## src/rtl/lda_gibbs_token_resample_top_assert.svh

```systemverilog
// ----------------------------------------------------------------------------
// lda_gibbs_token_resample_top_assert.svh
// Assertion macros for the token resampler.
// ----------------------------------------------------------------------------
`ifndef LDA_GIBBS_TOKEN_RESAMPLE_TOP_ASSERT_SVH
`define LDA_GIBBS_TOKEN_RESAMPLE_TOP_ASSERT_SVH
`ifndef ASSERT_OFF
// same-cycle implication
`define LGR_ASSERT_IMP(lbl, clk, rst, ante, cons, msg) \
   lbl: assert property (@(posedge clk) disable iff (rst) (ante) |-> (cons)) else $error(msg);
// next-cycle implication
`define LGR_ASSERT_NXT(lbl, clk, rst, ante, cons, msg) \
   lbl: assert property (@(posedge clk) disable iff (rst) (ante) |=> (cons)) else $error(msg);
`else
`define LGR_ASSERT_IMP(lbl, clk, rst, ante, cons, msg)
`define LGR_ASSERT_NXT(lbl, clk, rst, ante, cons, msg)
`endif
`endif

```

## src/rtl/lgr_ram.sv

```systemverilog
// ----------------------------------------------------------------------------
// lgr_ram
// Generic simple dual-port RAM, registered read.
// ----------------------------------------------------------------------------
module lgr_ram #(
   parameter int WIDTH = 8,
   parameter int DEPTH = 16
) (
   input  logic                     clock,
   input  logic                     wr_en,
   input  logic [$clog2(DEPTH)-1:0] wr_addr,
   input  logic [WIDTH-1:0]         wr_data,
   input  logic [$clog2(DEPTH)-1:0] rd_addr,
   output logic [WIDTH-1:0]         rd_data
);
   logic [WIDTH-1:0] mem [DEPTH];
   logic [WIDTH-1:0] rd_data_ff;

   always_ff @(posedge clock) begin
      if (wr_en) begin
         mem[wr_addr] <= wr_data;
      end
      rd_data_ff <= mem[rd_addr];
   end

   assign rd_data = rd_data_ff;
endmodule

```

## config.mk

```make
export PLATFORM = sky130hd
export DESIGN_NAME = lgr_ram
export DESIGN_NICKNAME = d
export VERILOG_FILES = /design/src/rtl/lda_gibbs_token_resample_top_assert.svh /design/src/rtl/lgr_ram.sv
export SDC_FILE = /design/constraint.sdc
export NUM_CORES = 1
export LEC_CHECK = 0
export BUFFER_PORTS_ARGS = -buffer_cell sky130_fd_sc_hd__buf_2
export CORE_MARGIN = 4
export CORE_UTILIZATION = 45
export CTS_CLUSTER_DIAMETER = 200
export DETAILED_ROUTE_END_ITERATION = 16
export GPL_TIMING_DRIVEN = 0
export SLEW_MARGIN = 5
export SYNTH_ARGS = -nofsm -noshare
export SYNTH_HDL_FRONTEND = slang
export SYNTH_SLANG_ARGS = --single-unit
```

## constraint.sdc

```tcl
create_clock -name clock -period 1.5 [get_ports clock]
set_clock_uncertainty 0.1 [all_clocks]
set_input_delay 0.075 -clock clock [delete_from_list [all_inputs] [get_ports clock]]
set_output_delay 0.075 -clock clock [all_outputs]
set_load 0.005 [all_outputs]
```

Word-level counts from Yosys, hierarchy flattened:

Memory sizes are Yosys's and may differ from the RTL's. A register that Yosys moved wholly into a read port is not among the register bits.
Cells that the tools add are included.
W data, S select, Z words.

* muxes and demuxes: 2

Operators with widths (count)
* $mux W1: 2

* bits of input ports: 18
* output and inout port bits: 8
* RAM bits: 128
* register bits: 0
* logic and storage cells: 3
* memories: 1

Memories
* mem: depth 16, bits a word 8, read ports 1, clocked after memory_dff 1, wr ports 1, line lgr_ram.sv:16 `logic [WIDTH-1:0] mem [DEPTH];`

Logic depth before layout (Yosys ltp):

Gate-level depths: netlist of the first run.

* word-level depth: 2
* gate-level depth with buffers: 5
* mapped depth without buffers: 3

Least setup slack after synthesis of the first run:

OpenSTA, ideal clock, no wires.

* path kind: input port to flip-flop
* from: input port wr_addr[2]
* to: memory mem[0][0], enable pin
* setup slack: -168 ps
* arrival: 1185 ps
* stages on the path: 2
* data required time: 1017 ps
* setup time: 383 ps
* cells stage by stage: or3b_2 -> nor3_1

RTL lines
* start, declared: line lgr_ram.sv:11 `input logic [$clog2(DEPTH)-1:0] wr_addr,`
* end, declared: line lgr_ram.sv:16

No word-level cell before the write port.

==> results of run 1 <==
[layer usage]
metal	routed length, µm	track usage	vias up
met5	0	0	-
met4	140	0.0587	0
met3	575	0.0468	11
met2	4610	0.240	60
met1	4320	0.221	1185
li1	-	-	1072
[state kept, by name (all words and copies together) (netlist names)]
register,count
mem,128
rd_data,8
[per-stage QoR]
step | area (µm²) | setup WS, ps
after floorplan | 5150 | 58.9
after global placement | 5450 | -516
after detailed placement | 5450 | -507
after CTS | 6190 | 19.8
after global routing | 6220 | -26.6
final | 6220 | 37.1
[area by class of cell]
type | count | area (µm²)
plain buffers | 10 | 86.3
repair buffers | 32 | 200
multi-input cells | 83 | 1090
flip-flops and latches | 136 | 4000
well taps | 140 | 175
fillers | 838 | 4810
clock inverters | 15 | 231
clock buffers | 17 | 425
[what timing repair did]
action	CTS	global route
hold endpoints to repair	112	16
hold buffers	7	1
setup buffers	0	0
setup endpoints to repair	10	18
resized for setup	3	4
[report_power, final]
| part | internal (W) | switching [W] | leakage, nW |
|---|---|---|---|
| sequential | 0.00425 | 0.0000173 | 1.22 |
| clock | 0.00309 | 0.00148 | 0.326 |
| combinational | 0.000185 | 0.000239 | 0.553 |
[worst max-delay path, cell delays in order (launching register included)]
cell and delay (ps):
edfxtp_1 350, mux4_1 500, a22oi_1 300, nand2_1 90
[worst max-delay path by stage]
stage | start | end | slack (ps)
2_1_floorplan | wr_addr[2] | mem[3][0]$_DFFE_PP_ | 60
3_3_place_gp | wr_addr[2] | mem[8][3]$_DFFE_PP_ | -520
3_5_place_dp | wr_addr[2] | mem[8][0]$_DFFE_PP_ | -510
4_1_cts | mem[9][4]$_DFFE_PP_ | rd_data[4]$_DFF_P_ | 20
5_1_grt | wr_addr[2] | mem[3][0]$_DFFE_PP_ | -30
6_report | mem[9][4]$_DFFE_PP_ | rd_data[4]$_DFF_P_ | 40
[placed cells by master (no fill, tap or decap)]
master,Yosys,routed
nor3_1,4,1
clkdlybuf4s25_2,3,3
nand3_1,1,1
buf_2,3,27
nor2_1,13,12
a22oi_1,16,12
nor2_2,0,1
nor3_2,0,3
nand2b_1,2,2
mux4_1,14,14
clkinv_2,0,7
mux4_2,18,18
buf_6,3,3
nor2b_1,1,1
dfxtp_1,8,8
buf_4,1,1
and2b_1,1,1
clkinvlp_4,0,1
and2_1,1,1
nand3b_1,2,2
dlygate4sd3_1,0,8
clkinv_4,0,1
nand2_1,9,9
clkbuf_16,0,17
or3b_2,1,1
a22oi_2,0,4
edfxtp_1,128,128
bufinv_16,0,6
[cells by family (layout without fill, tap and decap cells)]
kind of cell,count (synthesis),in the layout,share of synthesized area
flops,136,136,0.778
simple gates,35,35,0.0318
mux,32,32,0.150
compound gates,16,16,0.0233
buf+inv,10,74,0.0168
==> results.txt, run 1 <==
First-pass DRT Iterations: 4
die height: 115 µm
worst r2r src: mem[9][4]$_DFFE_PP_
Critical Path Source Type: flip-flop
worst min path class: in -> reg
CTS Buf Count: 17
Synth top cells by count: edfxtp_1 (128), mux4_2 (18), a22oi_1 (16)
num ports: 26
total power: 0.00926 W
WL/cell: 22.3 µm
Worst Hold Path EP: mem[4][5]$_DFFE_PP_
Routed WL: 9650 µm
Final Setup Violations: 0
critical path class: reg -> reg
vias in the first global route: 2347
run status: finished clean
Final Core Density: 0.564
dominant synthesized flop cell: edfxtp_1
via density per instance: 5.38
Final Wtd Congestion: 0.724
worst skew pair latency: 410 ps
Seq/Total Area, Yosys: 0.778
clock transition at the registers of the reported paths: 60 ps
top-count cell post-synth: edfxtp_1
hold_sp: wr_addr[0]
first-pass GRT wire length: 14400 µm
Post-synth EDFFs: 128
Vias: 2328
syn avg cell area: 22.5 µm²
total of max-cap violations: 0
pin count of the biggest net entering global routing: 17
Ys Warns: 0
H-tree depth: 4
Net Count, Synth: 247
Port Buf Inserts: 24
Clock Tree Root: clkbuf_16
Clock Sinks: 136
Syn Std Cell Area: 5150 µm²
final std cells w/o fill: 433
leakage power: 2.10 nW
Tcrit/Tclk final: 0.975
antenna-violating nets left: 0
Critical Path RT: 1680 ps
Fin Setup TNS: 0 ps
maximum vdd ir drop: 0.807 mV
fin nets: 298
Core ar.: 11000 µm²
die width: 115 µm
antenna violations before repair: 0
share of cells above drive strength 1: 0.317
worst hold margin: 72.0 ps
CTS max path bufs: 2
Overflow after GRT: 0
min Tclk post-route: 1460 ps
Area contributors post-synth: edfxtp_1 (75%), mux4_2 (7.9%), mux4_1 (7.1%), dfxtp_1 (3.1%), a22oi_1 (2.3%)
R2R Setup Slk: 40 ps
die area: 13200 µm²
DP HPWL: 5990 µm
Hold Crit Depth: 2
Slew Viols, Final: 0
crit end category: flip-flop
antenna cells: 0
Inst Count DP: 393
CTS tree: built
RSZ-0062 raised after global routing: true
Fmax: 684 MHz
#FFs+latches synth: 136
post-synthesis async set-or-reset flop share: 0
Slew headroom: 0.225
first-iteration detailed-routing DRC count: 160
Fin. Hold Viols: 0
pwr/cell area: 1490 nW/µm²
Mapped Cells: 229
r2r worst-path depth: 3
crit-path max FO: 1
Starting Density: 0.467
drc violations: 0
R2R Path End: rd_data[4]$_DFF_P_
Worst Path Arrival: 1650 ps
slew of the pin with the lowest slew margin: 1150 ps
biggest area consumer among synthesized cells: edfxtp_1
row count: 38
Yosys top cell area share: 0.747
Area Overhead vs Synth: 20.8%
Tot GR Track Use: 0.159
Cell variety after synth: 19
(Power assumes the default switching activity.)
==> run 2, diff against run 1 <==
BUFFER_PORTS_ARGS = -buffer_cell sky130_fd_sc_hd__buf_4   (was -buffer_cell sky130_fd_sc_hd__buf_2)
CORE_ASPECT_RATIO = 0.7   (was unset)
==> results.txt, run 2 (synthesis gave the netlist of run 1 again) <==
Port Buf Inserts: 24 (unchanged)
Inst Count DP: 406 (was 393)
Slew headroom: 0.204 (was 0.225)
First-pass DRT Iterations: 7 (was 4)
R2R Path End: rd_data[6]$_DFF_P_ (was rd_data[4]$_DFF_P_)
Routed WL: 10400 µm (was 9650 µm)
Starting Density: 0.464 (was 0.467)
Tot GR Track Use: 0.170 (was 0.159)
Core ar.: 11100 µm² (was 11000 µm²)
Clock Tree Root: clkbuf_16 (unchanged)
Slew Viols, Final: 0 (unchanged)
Final Wtd Congestion: 0.707 (was 0.724)
antenna-violating nets left: 0 (unchanged)
pwr/cell area: 1440 nW/µm² (was 1490 nW/µm²)
Final Core Density: 0.562 (was 0.564)
R2R Setup Slk: 60 ps (was 40 ps)
leakage power: 2.10 nW (about the same)
row count: 32 (was 38)
Area Overhead vs Synth: 21.2% (was 20.8%)
fill count: 850 (was 838)
crit path to: rd_data[6]$_DFF_P_ (was rd_data[4]$_DFF_P_)
Tcrit/Tclk final: 0.962 (was 0.975)
die width: 136 µm (was 115 µm)
first-pass GRT wire length: 15600 µm (was 14400 µm)
DP HPWL: 6650 µm (was 5990 µm)
Final Setup Violations: 0 (unchanged)
total of max-cap violations: 0 (unchanged)
CTS max path bufs: 2 (unchanged)
pin count of the biggest net entering global routing: 17 (unchanged)
worst r2r src: mem[11][6]$_DFFE_PP_ (was mem[9][4]$_DFFE_PP_)
Overflow after GRT: 0 (unchanged)
final worst slack: 57.7 ps (was 37.1 ps)
RSZ-0062 raised after global routing: false (was true)
total power: 0.00901 W (was 0.00926 W)
worst min path class: in -> reg (unchanged)
H-tree depth: 4 (unchanged)
num ports: 26 (unchanged)
largest register by flop count: mem (unchanged)
fin nets: 298 (unchanged)
via density per instance: 5.43 (was 5.38)
Vias: 2424 (was 2328)
worst skew pair latency: 410 ps (about the same)
most frequent cells in the layout: edfxtp_1 (128), buf_4 (25), mux4_2 (19), clkbuf_16 (17), a22oi_1 (15) (was edfxtp_1 (128), buf_2 (27), mux4_2 (18), clkbuf_16 (17), mux4_1 (14))
Clock Sinks: 136 (unchanged)
maximum vdd ir drop: 1.01 mV (was 0.807 mV)
register cell area after layout: 4000 µm² (unchanged)
die height: 97.5 µm (was 115 µm)
antenna violations before repair: 0 (unchanged)
dpl ws: -421 ps (was -507 ps)
Placed Area: 5520 µm² (was 5450 µm²)
final std cells w/o fill: 446 (was 433)
Worst Path Arrival: 1620 ps (was 1650 ps)
share of cells above drive strength 1: 0.307 (was 0.317)
critical path class: reg -> reg (unchanged)
vias in the first global route: 2429 (was 2347)
WL/cell: 23.3 µm (was 22.3 µm)
run status: finished clean (unchanged)
Fin. Hold Viols: 0 (unchanged)
Setup crit start: mem[11][6]$_DFFE_PP_ (was mem[9][4]$_DFFE_PP_)
CTS tree: built (unchanged)
min Tclk post-route: 1440 ps (was 1460 ps)
Largest register FFs: 128 (unchanged)
clock transition at the registers of the reported paths: 60 ps (about the same)
Critical Path RT: 1680 ps (about the same)
drc violations: 0 (unchanged)
die area: 13200 µm² (about the same)
r2r worst-path depth: 3 (unchanged)
area of the multi-input gates: 1080 µm² (was 1090 µm²)
first-iteration detailed-routing DRC count: 260 (was 160)
Critical Path Source Type: flip-flop (unchanged)
post-route cell area: 6240 µm² (was 6220 µm²)
CTS Buf Count: 17 (unchanged)
antenna cells: 0 (unchanged)
Fmax: 693 MHz (was 684 MHz)
slew of the pin with the lowest slew margin: 1180 ps (was 1150 ps)
crit-path max FO: 1 (unchanged)
most common cell after layout, fill and taps aside: edfxtp_1 (unchanged)
crit end category: flip-flop (unchanged)
==> run 2: worst min-delay path by stage <==
stage,start,endpoint,slack (ps),cells after the start
3_3_place_gp,wr_data[5],mem[7][5]$_DFFE_PP_,300,1
2_1_floorplan,wr_data[0],mem[0][0]$_DFFE_PP_,70,0
4_1_cts,wr_addr[0],mem[0][2]$_DFFE_PP_,8,2
3_5_place_dp,wr_data[6],mem[6][6]$_DFFE_PP_,320,1
6_report,wr_addr[1],mem[8][7]$_DFFE_PP_,20,2
5_1_grt,wr_addr[0],mem[8][3]$_DFFE_PP_,20,2
==> run 2: report_power, final <==
| group | leakage [nW] | switching (W) | internal, W | total (W) |
|---|---|---|---|---|
| Combinational | 0.567 | 0.000248 | 0.000209 | 0.000457 |
| Clock | 0.310 | 0.00146 | 0.00282 | 0.00428 |
| Sequential | 1.22 | 0.0000204 | 0.00425 | 0.00427 |
==> run 2: critical path: stages (launching register included) <==
cell and delay [ps]:
edfxtp_1 370, mux4_2 490, a22oi_1 230, nand2_1 120
==> run 2: layout make-up <==
| class | instances | share of cell area |
|---|---|---|
| clock buffers | 23 | 0.0798 |
| multi-input cells | 83 | 0.173 |
| flip-flops and latches | 136 | 0.642 |
| plain buffers | 10 | 0.0138 |
| well taps | 153 | 0.0307 |
| repair buffers | 32 | 0.0417 |
| clock inverters | 9 | 0.0191 |
==> run 2: layer usage <==
layer / GRT usage / wire [µm] / vias to the layer above
met3: 0.0502 / 614 / 7
met1: 0.263 / 5020 / 1270
met4: 0.0488 / 42 / 0
met5: 0 / 0 / -
li1: - / - / 1075
met2: 0.233 / 4730 / 72
==> run 2: metrics by stage <==
step	hold WS (ps)	setup TNS [ps]
after global routing	20.0	0
after detailed placement	317	-26770
after CTS	8.30	0
after floorplan	73.9	0
final	22.2	0
after global placement	304	-25500
==> run 2: timing repair <==
action / CTS / global route
endpoints found under the setup margin: 0 / 26
resized for setup: 0 / 5
setup buffers: 0 / 0
hold buffers: 8 / 0
hold endpoints to repair: 128 / 0
