==> src/rtl/lda_gibbs_token_resample_top_assert.svh <==
// ----------------------------------------------------------------------------
// lda_gibbs_token_resample_top_assert.svh
// Assertion macros for the token resampler.
// ----------------------------------------------------------------------------
`ifndef LDA_GIBBS_TOKEN_RESAMPLE_TOP_ASSERT_SVH
`define LDA_GIBBS_TOKEN_RESAMPLE_TOP_ASSERT_SVH
`ifndef ASSERT_OFF
// same-cycle implication
`define LGR_ASSERT_IMP(lbl, clk, rst, ante, cons, msg) \
   lbl: assert property (@(posedge clk) disable iff (rst) (ante) |-> (cons)) else $error(msg);
// next-cycle implication
`define LGR_ASSERT_NXT(lbl, clk, rst, ante, cons, msg) \
   lbl: assert property (@(posedge clk) disable iff (rst) (ante) |=> (cons)) else $error(msg);
`else
`define LGR_ASSERT_IMP(lbl, clk, rst, ante, cons, msg)
`define LGR_ASSERT_NXT(lbl, clk, rst, ante, cons, msg)
`endif
`endif

==> src/rtl/lgr_pkg.sv <==
// ----------------------------------------------------------------------------
// lgr_pkg
// Shared types and constants of the token resampler.
// ----------------------------------------------------------------------------
package lgr_pkg;
   localparam int TOPIC_W  = 7;
   localparam int DOC_W    = 8;
   localparam int WORD_W   = 10;
   localparam int CNT_W    = 24;
   localparam int DCNT_W   = 16;
   localparam int WGT_W    = 48;
   localparam int Q_W      = 32;
   localparam int MAX_TOPICS = 1 << TOPIC_W;
   localparam int OPA_W    = Q_W + 1;             // doc term
   localparam int OPB_W    = CNT_W + 16 + 1;      // word term / divisor
   localparam int PROD_W   = WGT_W + OPA_W;       // serial product
   localparam int NUM_W    = OPA_W + OPB_W;       // dividend
   localparam int CSR_IDX_W = 8;

   typedef enum logic [1:0] {
      OP_LOAD_WORD  = 2'd0,
      OP_LOAD_TOTAL = 2'd1,
      OP_LOAD_DOC   = 2'd2,
      OP_RESAMPLE   = 2'd3
   } lgr_op_type;

   localparam logic [CSR_IDX_W-1:0] CSR_NUM_TOPICS = 8'd0;
   localparam logic [CSR_IDX_W-1:0] CSR_ALPHA      = 8'd1;
   localparam logic [CSR_IDX_W-1:0] CSR_BETA       = 8'd2;
   localparam logic [CSR_IDX_W-1:0] CSR_VOCAB_BETA = 8'd3;

   typedef enum logic [3:0] {
      ST_IDLE, ST_DEC_RD, ST_DEC_WR, ST_W_RD, ST_W_MUL, ST_W_MULW, ST_W_DIVW,
      ST_U_MUL, ST_U_WAIT, ST_S_RD, ST_S_CMP, ST_INC_RD, ST_INC_WR
   } lgr_state_type;

   typedef struct packed {
      logic start;
      logic is_div;
   } lgr_ctrl_type;

   typedef struct packed {
      logic busy;
      logic done;
   } lgr_stat_type;
endpackage

==> src/rtl/lgr_muldiv.sv <==
// ----------------------------------------------------------------------------
// lgr_muldiv
// Bit-serial shift-add multiplier and restoring divider with 48-bit
// saturating quotient. One bit per cycle.
// ----------------------------------------------------------------------------
module lgr_muldiv (
   input  logic                       clock,
   input  logic                       reset,
   input  lgr_pkg::lgr_ctrl_type      ctrl,
   input  logic [lgr_pkg::WGT_W-1:0]  mul_a,
   input  logic [lgr_pkg::OPA_W-1:0]  mul_b,
   input  logic [lgr_pkg::NUM_W-1:0]  div_num,
   input  logic [lgr_pkg::OPB_W-1:0]  div_den,
   output lgr_pkg::lgr_stat_type      stat,
   output logic [lgr_pkg::PROD_W-1:0] product,
   output logic [lgr_pkg::WGT_W-1:0]  quotient
);
   import lgr_pkg::*;

   logic             busy_ff, busy_in, done_ff, done_in, is_div_ff, is_div_in;
   logic [6:0]       cnt_ff, cnt_in;
   logic [WGT_W-1:0] a_ff, a_in, hi_ff, hi_in;
   logic [OPA_W-1:0] lo_ff, lo_in;
   logic [NUM_W-1:0] num_ff, num_in;
   logic [OPB_W-1:0] den_ff, den_in, rem_ff, rem_in;
   logic [WGT_W-1:0] quo_ff, quo_in;
   logic             ovf_ff, ovf_in;
   logic [WGT_W:0]   msum;
   logic [OPB_W:0]   r2;
   logic             ge;

   always_ff @(posedge clock) begin
      if (reset) begin
         busy_ff <= 1'b0;
         done_ff <= 1'b0;
      end else begin
         busy_ff <= busy_in;
         done_ff <= done_in;
      end
      is_div_ff <= is_div_in;
      cnt_ff    <= cnt_in;
      a_ff      <= a_in;
      hi_ff     <= hi_in;
      lo_ff     <= lo_in;
      num_ff    <= num_in;
      den_ff    <= den_in;
      rem_ff    <= rem_in;
      quo_ff    <= quo_in;
      ovf_ff    <= ovf_in;
   end

   always_comb begin
      msum = {1'b0, hi_ff} + (lo_ff[0] ? {1'b0, a_ff} : '0);
      r2   = {rem_ff, num_ff[NUM_W-1]};
      ge   = r2 >= {1'b0, den_ff};

      busy_in = busy_ff;  done_in = 1'b0;  is_div_in = is_div_ff;
      cnt_in = cnt_ff;    a_in = a_ff;     hi_in = hi_ff;  lo_in = lo_ff;
      num_in = num_ff;    den_in = den_ff; rem_in = rem_ff;
      quo_in = quo_ff;    ovf_in = ovf_ff;

      if (!busy_ff) begin
         if (ctrl.start) begin
            busy_in   = 1'b1;
            is_div_in = ctrl.is_div;
            cnt_in    = ctrl.is_div ? 7'(NUM_W - 1) : 7'(OPA_W - 1);
            a_in      = mul_a;
            hi_in     = '0;
            lo_in     = mul_b;
            num_in    = div_num;
            den_in    = div_den;
            rem_in    = '0;
            quo_in    = '0;
            ovf_in    = 1'b0;
         end
      end else begin
         if (is_div_ff) begin
            rem_in = ge ? OPB_W'(r2 - {1'b0, den_ff}) : r2[OPB_W-1:0];
            quo_in = {quo_ff[WGT_W-2:0], ge};
            ovf_in = ovf_ff | quo_ff[WGT_W-1];   // a set bit shifted out
            num_in = {num_ff[NUM_W-2:0], 1'b0};
         end else begin
            hi_in = msum[WGT_W:1];
            lo_in = {msum[0], lo_ff[OPA_W-1:1]};
         end
         cnt_in = cnt_ff - 7'd1;
         if (cnt_ff == 7'd0) begin
            busy_in = 1'b0;
            done_in = 1'b1;
         end
      end
   end

   assign stat.busy = busy_ff;
   assign stat.done = done_ff;
   assign product   = {hi_ff, lo_ff};
   assign quotient  = ovf_ff ? '1 : quo_ff;
endmodule

==> config.mk <==
export PLATFORM = sky130hd
export DESIGN_NAME = lgr_muldiv
export DESIGN_NICKNAME = d
export VERILOG_FILES = /design/src/rtl/lda_gibbs_token_resample_top_assert.svh /design/src/rtl/lgr_pkg.sv /design/src/rtl/lgr_muldiv.sv
export SDC_FILE = /design/constraint.sdc
export NUM_CORES = 1
export LEC_CHECK = 0
export ABC_AREA = 1
export ABC_CLOCK_PERIOD_IN_PS = 11000
export BUFFER_PORTS_ARGS = -buffer_cell sky130_fd_sc_hd__buf_2
export CAP_MARGIN = 30
export CORE_ASPECT_RATIO = 1.1
export CORE_MARGIN = 10
export CORE_UTILIZATION = 44
export DETAILED_ROUTE_END_ITERATION = 12
export SYNTH_ARGS = -nofsm -noshare
export SYNTH_HDL_FRONTEND = slang
export SYNTH_SLANG_ARGS = --single-unit
==> constraint.sdc <==
create_clock -name clock -period 11 [get_ports clock]
set_input_delay 0 -clock clock [delete_from_list [all_inputs] [get_ports clock]]
set_output_delay 0 -clock clock [all_outputs]
set_load 0.02 [all_outputs]
# [After elaboration in Yosys (flattened, before gate mapping)]
# Index checks and enable logic that the tools add are counted.
# W data, S select, Z words.
[op_classes] addsub=3 div=0 n_shift=0 magnitude_cmp=1 n_mux=27 n_reduce_logical=6 n_eq_ne=2 bitwise=2 multipliers=0
[op_table] cell="$mux W48" n=7
[op_table] cell="$mux W74" n=3
[op_table] cell="$mux W41" n=4
[op_table] cell="$mux W33" n=3
[op_table] cell="$add A48 B48 Y49" n=1
[op_table] cell="$ge A42 B41 Y1" n=1
[op_table] cell="$sub A41 B41 Y41" n=1
[op_table] cell="$mux W7" n=3
[op_table] cell="$logic_not A7 Y1" n=1
[op_table] cell="$mux W1" n=7
[op_table] cell="$sub A7 B1 Y7 const B" n=1
[op_table] cell="$reduce_and A2 Y1" n=3
[op_table] cell="$ne A2 B1 Y1 const B" n=1
[op_table] cell="$ne A2 B2 Y1 const B" n=1
[op_table] cell="$reduce_bool A2 Y1" n=1
[op_table] cell="$reduce_or A2 Y1" n=1
[op_table] cell="$not A1 Y1" n=1
[op_table] cell="$or A1 B1 Y1" n=1
[totals] mem_count=0 word_cells=53 inputBits=200 reg_bits=344 ramBits=0 latchBits=0 output_inout_bits=131 rom_bits=0

# [Logic depth before layout (Yosys ltp)]
# Gate-level depths: netlist (run 1).
[depth] word_depth=4 mapped_depth=18

# [Worst setup path after synthesis (run 1)]
# OpenSTA, ideal clock, no wires.
[synth_path] kind="reg2reg" startpoint="reg busy_ff" endpoint="reg hi_ff[0] (enable)" stages_incl_launch_ff=5 path_slack_ps=3708 required_ps=10368 t_arrival_ps=6660 n_path_buf=2 cell_sequence="dfxtp_1 -> clkbuf_1 -> clkinv_1 -> clkbuf_1 -> o21ai_0"
[synth_via] elab_chain_cells=2 word_cells_on_any_way=3 cone_classes="1 x eq/ne; 2 x reduce/logical"
[synth_rtl] item="from (decl)" line_no="lgr_muldiv.sv:20" rtl="logic busy_ff, busy_in, done_ff, done_in, is_div_ff, is_div_in;"
[synth_rtl] item="from (signal assigned)" line_no="lgr_muldiv.sv:37" rtl="busy_ff <= busy_in;"
[synth_rtl] item="$ne A2 B2 Y1 (no source line) / $reduce_bool A2 Y1 (equally long branches)"
[synth_rtl] item="$reduce_and A2 Y1 (no source line) (*)"
[synth_rtl] item="to (signal assigned)" line_no="lgr_muldiv.sv:43" rtl="hi_ff <= hi_in;"
[synth_rtl] item="to (decl)" line_no="lgr_muldiv.sv:22" rtl="logic [WGT_W-1:0] a_ff, a_in, hi_ff, hi_in;"
# Every way passes the cells marked *; elsewhere a longest branch is shown, timed or not.
# A chain may end at the register's enable or synchronous reset.

# [Worst setup path after layout (run 1)]
[layout_path] startpoint="reg lo_ff[0]" endpoint="reg hi_ff[46], data pin"
[layout_via] elab_chain_cells=4
[layout_rtl] item="from (decl)" line_no="lgr_muldiv.sv:23" rtl="logic [OPA_W-1:0] lo_ff, lo_in;"
[layout_rtl] item="from (signal assigned)" line_no="lgr_muldiv.sv:44" rtl="lo_ff <= lo_in;"
[layout_rtl] item="$mux W48" line_no="lgr_muldiv.sv:53" rtl="msum = {1'b0, hi_ff} + (lo_ff[0] ? {1'b0, a_ff} : '0);"
[layout_rtl] item="$add A48 B48 Y49" line_no="lgr_muldiv.sv:53"
[layout_rtl] item="$mux W48" line_no="lgr_muldiv.sv:77" rtl="if (is_div_ff) begin"
[layout_rtl] item="$mux W48" line_no="lgr_muldiv.sv:62" rtl="if (!busy_ff) begin"
# No other way between the ends. The select of a mux whose other input is x is not followed.

==> results of run 1 <==
-- path summary, 6_finish.rpt --
path	endpoint	slack, ns	cells after the start
worst max-delay path	hi_ff[46]	7.91	14
worst min-delay path	cnt_ff[5]	0.03	3
worst max register to register	hi_ff[46]	7.91	14
worst min register to register	quo_ff[43]	0.53	2
-- cell families (layout without fill, tap and decap cells) --
group / Yosys count / after routing / synth area share
other cells: 0 / 4 / 0
flops: 344 / 344 / 0.494
simple gates: 1491 / 1491 / 0.287
compound gates: 235 / 235 / 0.0598
xor+xnor: 25 / 25 / 0.0105
buf+inv: 498 / 1053 / 0.0922
fa+ha+maj: 93 / 93 / 0.0564
-- routing by layer --
metal,up-vias,share of wire,GRT usage
li1,9496,-,-
met1,8797,0.44,0.299
met2,665,0.46,0.365
met3,91,0.079,0.0560
met4,6,0.023,0.0589
met5,-,0.00040,0
-- repair_timing --
item / 4_1_cts / 5_1_grt
hold buffers: 199 / 0
gates resized for setup: 0 / 0
endpoints found under the hold margin: 203 / 0
-- placed cells by master, fill, tap and decap left out, types with 3 or more instances in the layout --
| cell | n |
|---|---|
| buf_2 | 330 |
| nand3_2 | 7 |
| clkbuf_16 | 41 |
| ha_1 | 91 |
| a21oi_1 | 125 |
| nand4_1 | 5 |
| diode_2 | 4 |
| clkinvlp_4 | 5 |
| nand3b_1 | 9 |
| nor2_1 | 254 |
| buf_4 | 7 |
| nand3_1 | 77 |
| bufinv_16 | 6 |
| o21a_1 | 3 |
| inv_1 | 435 |
| nor2_2 | 10 |
| xor2_1 | 24 |
| clkinv_2 | 4 |
| a21boi_0 | 3 |
| o21bai_1 | 7 |
| nor3_1 | 14 |
| a21o_1 | 6 |
| nand2_1 | 1048 |
| dlygate4sd3_1 | 199 |
| and2_1 | 4 |
| clkinv_1 | 4 |
| o21ai_2 | 6 |
| edfxtp_1 | 342 |
| o21ai_0 | 82 |
| nand2_2 | 7 |
| inv_6 | 3 |
| or2_2 | 49 |
| clkbuf_1 | 8 |
| buf_16 | 7 |
-- worst register-to-register path, cell delays in order (launching register included) --
cell,delay (ns)
edfxtp_1,0.33
buf_4,0.45
nand2_1,0.13
inv_1,0.09
ha_1,0.28
a21oi_1,0.28
o21ai_0,0.25
inv_1,0.09
nand2_1,0.18
nand2_1,0.11
nand2_1,0.17
nand2_1,0.11
nand3_1,0.16
nor2_1,0.14
nor2_1,0.06
-- area by class of cell --
cell class	instances	area, sq um	share of cell area
Antenna cell	4	10.0	0.000375
Clock buffer	49	1060	0.0396
Clock inverter	23	288	0.0108
Inverter	438	1650	0.0618
Multi-Input combinational cell	1844	8670	0.325
Sequential cell	344	10300	0.387
Tap cell	637	797	0.0299
Timing Repair Buffer	543	3890	0.146
-- metrics by stage --
stage                     total power, uW  utilization  instance area, sq um  hold slack [ns]  std cells
after floorplan                      2460            -                 20900           0.0691       2686
after global placement               2770        0.494                 23100            0.176       3600
after detailed placement             2790        0.497                 23300            0.178       3606
after CTS                            4250        0.569                 26600          0.00587       3877
after global routing                 4450        0.569                 26700           0.0560       3882
final                                4220        0.569                 26700           0.0268       3882
-- power by group --
group          leakage (uW)  internal (uW)  switching, uW
registers           0.00340           1620           74.1
logic               0.00957            390            751
clock network      0.000640            828            558
total                0.0136           2840           1380
-- sequential cells by signal (all words and copies together), names as in the netlist --
signal and flops:
ovf_ff 1, quo_ff 48, rem_ff 41, num_ff 74, done_ff 1, den_ff 41, a_ff 48, busy_ff 1
lo_ff 33, is_div_ff 1, hi_ff 48, cnt_ff 7
-- cells in the mapped netlist, types with 3 or more instances --
library cell / count / area, sq um
clkbuf_1: 40 / 150
or2_2: 49 / 307
o21ai_0: 83 / 415
buf_4: 5 / 37.5
nand2_2: 7 / 43.8
nor2_2: 10 / 62.6
buf_1: 9 / 33.8
nand3b_1: 9 / 67.6
nand4_1: 5 / 31.3
o21a_1: 3 / 22.5
nand3_1: 77 / 385
o21bai_1: 7 / 52.6
nand2_1: 1049 / 3940
a21oi_1: 125 / 626
o21ai_2: 6 / 52.6
ha_1: 91 / 1140
xor2_1: 24 / 210
a21o_1: 6 / 45.0
nor3_1: 14 / 70.1
inv_1: 436 / 1640
nand3_2: 7 / 70.1
edfxtp_1: 342 / 10300
nor2_1: 254 / 953
a21boi_0: 3 / 22.5
and2_1: 4 / 25.0
buf_2: 3 / 15.0
==> impl_metrics.env, run 1 <==
export IMPL_status="completed"
export IMPL_grt_ovfl_total=0
export IMPL_slew_headroom=0.472
export IMPL_start_util=0.446
export IMPL_crit_path_end_kind="flip-flop"
export IMPL_cp_slowest_cell="buf_4"
export IMPL_rsz0062_at_grt="no"
export IMPL_ir_drop_mv=0.119
export IMPL_routed_via_density=4.91
export IMPL_cap_violations=0
export IMPL_cts_tree="done"
export IMPL_finClkSkew_ns=0.0132
export IMPL_clock_latency_ns=0.56
export IMPL_antenna_found_initial=7
export IMPL_ys_async_sr_fraction=0
export IMPL_vias=19055
export IMPL_cts_sinks=344
export IMPL_fin_nets=3504
export IMPL_fillers=4268
export IMPL_cp_start_kind="flip-flop"
export IMPL_cpPeakStageDelay_ns=0.45
export IMPL_slew_viol_final=0
export IMPL_synth_nets=2979
export IMPL_die_y_microns=249
export IMPL_grt_pass1_wl_microns=104000
export IMPL_setup_slack_ns=7.91
export IMPL_die_w_microns=228
export IMPL_cp_max_fo=49
export IMPL_antenna_left=0
export IMPL_grt_pass1_vias=19161
export IMPL_power_density_mw_per_mm2=158
export IMPL_hold_violations=0
export IMPL_ys_flop_type="edfxtp_1"
export IMPL_critPathKind="flip-flop to flip-flop"
export IMPL_syn_cell_area_sq_mm=0.0209
export IMPL_drive_above_1_share=0.151
export IMPL_globalRouteTotalUtil=0.226
export IMPL_numCtsBuffers=40
export IMPL_io_buffers=330
export IMPL_dieArea_sq_mm=0.0566
export IMPL_clkSlewWorstSetupHoldPaths_ns=0.06
export IMPL_wl_per_cell_microns=16.9
export IMPL_syn_avg_cell_area_sq_um=7.78
export IMPL_hp_class="input port to flip-flop"
export IMPL_synth_warnings=0
export IMPL_setup_violations=0
export IMPL_cpMostUsedCell="nand2_1"
export IMPL_seq_area_frac_synth=0.494
export IMPL_cts_root_buffer="clkbuf_16"
export IMPL_fin_tns_setup_ns=0
export IMPL_drc=0
export IMPL_fmaxAchievable_ghz=0.323
export IMPL_cts_htree_levels=2
export IMPL_cp_top_family="simple AND/OR/NAND/NOR gates"
export IMPL_required_ns=11.31
export IMPL_cp_num_buf_inv=3
export IMPL_gp_congestion=0.968
export IMPL_place_ws_ns=8.01
export IMPL_ios=331
export IMPL_worst_pin_slew_ns=0.791
export IMPL_postSynthCellCount=2686
export IMPL_synth_seq_cells=344
export IMPL_rows=83
export IMPL_worstSetupStartpoint="lo_ff[0]"
export IMPL_dr_first_iter_drc_count=1615
export IMPL_yosys_cell_types_count=41
export IMPL_grt_max_degree=88
export IMPL_cts_max_path_buffers=3
export IMPL_p_leak_uw=0.0136
export IMPL_postCtsSetupBuffers=0
export IMPL_synthToLayoutAreaGrowth_pct=27.7
export IMPL_arrival_ns=3.40
export IMPL_fin_crit_sh=0.281
export IMPL_hp_start="ctrl[1]"
export IMPL_r2r_start="lo_ff[0]"
export IMPL_fin_crit_ns=3.09
export IMPL_dr_pass1_iters=5
export IMPL_crit_chain="buf_4 -> nand2_1 -> inv_1 -> ha_1 -> a21oi_1 -> o21ai_0 -> inv_1 -> nand2_1 -> nand2_1 -> nand2_1 -> nand2_1 -> nand3_1 -> nor2_1 -> nor2_1"
export IMPL_core_sq_mm=0.0468
export IMPL_synth_edff_count=342
export IMPL_wl_microns=65800
export IMPL_dpl_hpwl_microns=48300
No activity file was read; power rests on OpenSTA's default activity.
==> run 2, diff against run 1 <==
--- a/config.mk
+++ b/config.mk
@@ -5,14 +5,15 @@
 export SDC_FILE = /design/constraint.sdc
 export NUM_CORES = 1
 export LEC_CHECK = 0
-export ABC_AREA = 1
-export ABC_CLOCK_PERIOD_IN_PS = 11000
+export ABC_AREA = 0
+export ABC_CLOCK_PERIOD_IN_PS = 3100
 export BUFFER_PORTS_ARGS = -buffer_cell sky130_fd_sc_hd__buf_2
 export CAP_MARGIN = 30
 export CORE_ASPECT_RATIO = 1.1
 export CORE_MARGIN = 10
 export CORE_UTILIZATION = 44
 export DETAILED_ROUTE_END_ITERATION = 12
+export PLACE_DENSITY = 0.65
 export SYNTH_ARGS = -nofsm -noshare
 export SYNTH_HDL_FRONTEND = slang
 export SYNTH_SLANG_ARGS = --single-unit
==> constraint.sdc (replaced) <==
create_clock -name clock -period 3.1 [get_ports clock]
set_input_delay 0 -clock clock [delete_from_list [all_inputs] [get_ports clock]]
set_output_delay 0 -clock clock [all_outputs]
set_load 0.02 [all_outputs]
==> run 2 against run 1 <==
  * The flow now finishes with violations (setup timing)
  * Synthesized cell count down 40%
  * Via count down 19%
  * Sequential power increased to 3.5 times the previous value
  * Combinational power grew to 4.4 times the previous value
  * Sequential share of layout area fell by 1.2 points
==> impl_metrics.env, run 2 <==
export IMPL_status="finished with violations"
export IMPL_violations="setup timing"
export IMPL_synthSimpleGateAreaFrac=0.135
export IMPL_worstReg2RegEnd="hi_ff[43]"
export IMPL_ir_drop_mv=0.559
export IMPL_slew_viol_final=0
export IMPL_cts_max_path_buffers=3
export IMPL_reg2reg_slack_ns=-0.31
export IMPL_hold_ws_ns=0.130
export IMPL_regArea_sq_mm=0.0103
export IMPL_grt_pass1_vias=16312
export IMPL_yosys_cell_types_count=71
export IMPL_synth_compound_area_frac=0.121
export IMPL_seq_area_frac_synth=0.549
export IMPL_synthMuxAreaShare=0.0652
export IMPL_syn_avg_cell_area_sq_um=11.6
export IMPL_mostFrequentLayoutCell="edfxtp_1"
export IMPL_synthAdderAreaFrac=0.0627
export IMPL_rows=79
export IMPL_synth_top_family_by_area="simple AND/OR/NAND/NOR gates"
export IMPL_multi_input_area_sq_mm=0.00939
export IMPL_drive_above_1_share=0.420
export IMPL_setup_slack_ns=-0.312
export IMPL_antenna_left=0
export IMPL_syn_cell_area_sq_mm=0.0188
export IMPL_numCtsBuffers=40
export IMPL_cp_max_fo=5
export IMPL_cpPeakStageDelay_ns=0.47
export IMPL_ys_async_sr_fraction=0
export IMPL_ys_flop_type="edfxtp_1"
export IMPL_r2r_start="lo_ff[0]"
export IMPL_arrival_ns=3.71
export IMPL_cts_tree="done"
export IMPL_largest_reg_flops=74
export IMPL_yosysMostFrequentCell="edfxtp_1"
export IMPL_required_ns=3.39
export IMPL_fillers=3162
export IMPL_clock_latency_ns=0.58
export IMPL_grt_pass1_wl_microns=89000
export IMPL_fin_nets=2612
export IMPL_synth_area_leader_cell="edfxtp_1"
export IMPL_crit_path_end_kind="flip-flop"
export IMPL_cts_htree_levels=2
export IMPL_fin_crit_ns=3.41
export IMPL_dr_pass1_iters=5
export IMPL_grt_ovfl_total=0
export IMPL_cts_sinks=344
export IMPL_hp_class="input port to flip-flop"
export IMPL_synth_top_area_share=0.547
export IMPL_cp_start_kind="flip-flop"
export IMPL_ios=331
export IMPL_cts_root_buffer="clkbuf_16"
export IMPL_io_buffers=330
export IMPL_finClkSkew_ns=0.0191
export IMPL_drc=0
export IMPL_worstSetupStartpoint="lo_ff[0]"
export IMPL_cp_slowest_cell="a2111oi_4"
export IMPL_critPathKind="flip-flop to flip-flop"
export IMPL_crit_chain="buf_6 -> buf_12 -> and2_4 -> ha_4 -> fa_2 -> a21oi_4 -> o21a_1 -> o21ai_4 -> a2111oi_4 -> buf_4 -> nor2_2 -> a211oi_2 -> buf_4 -> o21ai_2 -> xnor2_1 -> nor2_1"
export IMPL_power_density_mw_per_mm2=568
export IMPL_antenna_found_initial=1
export IMPL_dr_first_iter_drc_count=933
export IMPL_die_y_microns=237
export IMPL_gp_congestion=0.915
export IMPL_slew_headroom=0.541
export IMPL_setup_violations=54
export IMPL_dpl_hpwl_microns=37200
export IMPL_fin_crit_sh=1.10
export IMPL_rsz0062_at_grt="yes"
export IMPL_vias=15397
export IMPL_top_register="num_ff"
export IMPL_core_sq_mm=0.0423
export IMPL_grt_max_degree=122
export IMPL_worstRegToRegCells=16
export IMPL_clkSlewWorstSetupHoldPaths_ns=0.06
export IMPL_hold_violations=0
export IMPL_synth_common_cells="342 x edfxtp_1, 135 x nand2_1, 134 x a21oi_1"
export IMPL_wl_microns=57500
export IMPL_fin_area_sq_mm=0.0275
export IMPL_synth_nets=1914
export IMPL_die_w_microns=217
export IMPL_critPathCapture="hi_ff[43]"
export IMPL_postSynthCellCount=1621
export IMPL_cap_violations=0
export IMPL_synth_edff_count=342
export IMPL_start_util=0.444
export IMPL_synth_seq_cells=344
export IMPL_worst_pin_slew_ns=0.687
export IMPL_cpMostUsedCell="buf_4"
export IMPL_fmaxAchievable_ghz=0.293
export IMPL_synth_warnings=0
export IMPL_routed_via_density=5.29
export IMPL_p_leak_uw=0.0114
export IMPL_synth_xor_area_frac=0.0364
export IMPL_synthToLayoutAreaGrowth_pct=46.4
export IMPL_fin_tns_setup_ns=-9.93
export IMPL_globalRouteTotalUtil=0.215
export IMPL_dieArea_sq_mm=0.0514
export IMPL_ys_top_cells_by_area="edfxtp_1 55%, mux2_2 6.4%, ha_1 6.1%"
export IMPL_place_area_sq_mm=0.0223
export IMPL_wl_per_cell_microns=19.8
export IMPL_final_cell_mix="342 x edfxtp_1, 330 x buf_2, 199 x dlygate4sd3_1"
## run 2: worst min path at each step
stage,startpoint,to,slack [ns],depth (start not counted)
finish,div_den[28],den_ff[28],0.13,2
global route,div_den[22],den_ff[22],0.13,2
detailed placement,mul_a[32],a_ff[32],0.18,1
global placement,div_den[39],den_ff[39],0.18,1
floorplan,reset,done_ff,0.07,1
CTS,div_den[28],den_ff[28],0.10,2
## run 2: cells by family after synthesis
kind of cell    Yosys count
fa+ha+maj                93
buf+inv                 140
mux                     109
simple gates            502
xor+xnor                 78
flops                   344
compound gates          355
## run 2: routing by layer
metal | global-route usage | up-vias | wire [microns]
li1 | - | 7338 | -
met1 | 0.247 | 7483 | 22700
met2 | 0.388 | 443 | 29800
met3 | 0.0425 | 133 | 2980
met4 | 0.0765 | 0 | 2050
met5 | 0 | - | 0
## run 2: what timing repair did
| item | 4_1_cts | 5_1_grt |
|---|---|---|
| endpoints found under the setup margin | 57 | 67 |
| hold endpoints to repair | 210 | 0 |
| gates resized for setup | 165 | 162 |
| cloned | 11 | 0 |
| setup buffers | 17 | 14 |
| hold buffers | 199 | 0 |
| pin swaps | 59 | 89 |
## run 2: stage by stage
| stage | util | worst slack, ns | instances | power, uW |
|---|---|---|---|---|
| after global placement | 0.526 | -0.254 | 2605 | 9810 |
| final | 0.650 | -0.312 | 2911 | 15600 |
| after detailed placement | 0.527 | -0.322 | 2606 | 9870 |
| after CTS | 0.630 | -0.258 | 2898 | 15300 |
| after floorplan | - | -1.35 | 1621 | 8460 |
| after global routing | 0.650 | -0.438 | 2911 | 16300 |
## run 2: where the power goes
part / switching, uW / internal, uW / total [uW] / leakage, uW
clock: 1950 / 2640 / 4600 / 0.000612
sequential: 286 / 5710 / 6000 / 0.00340
combinational: 2680 / 2350 / 5030 / 0.00734
## run 2: worst max-delay path: cells and delay by family (launching register included)
family,cells,cell delay (ns)
AOI/OAI and AO/OA,6,1.20
xor gates and xnor gates,1,0.13
adders and majority gates,2,0.51
buffers and inverters,4,0.65
DFF,1,0.39
and+or+nand+nor,3,0.22
## run 2: cell type report
type	instances	area share
clock inverter	15	0.00664
multi-input combinational	1138	0.341
clock buffer	51	0.0394
timing repair buffer	729	0.203
antenna	1	0.0000910
inverter	66	0.00901
sequential	344	0.375
tap	567	0.0258
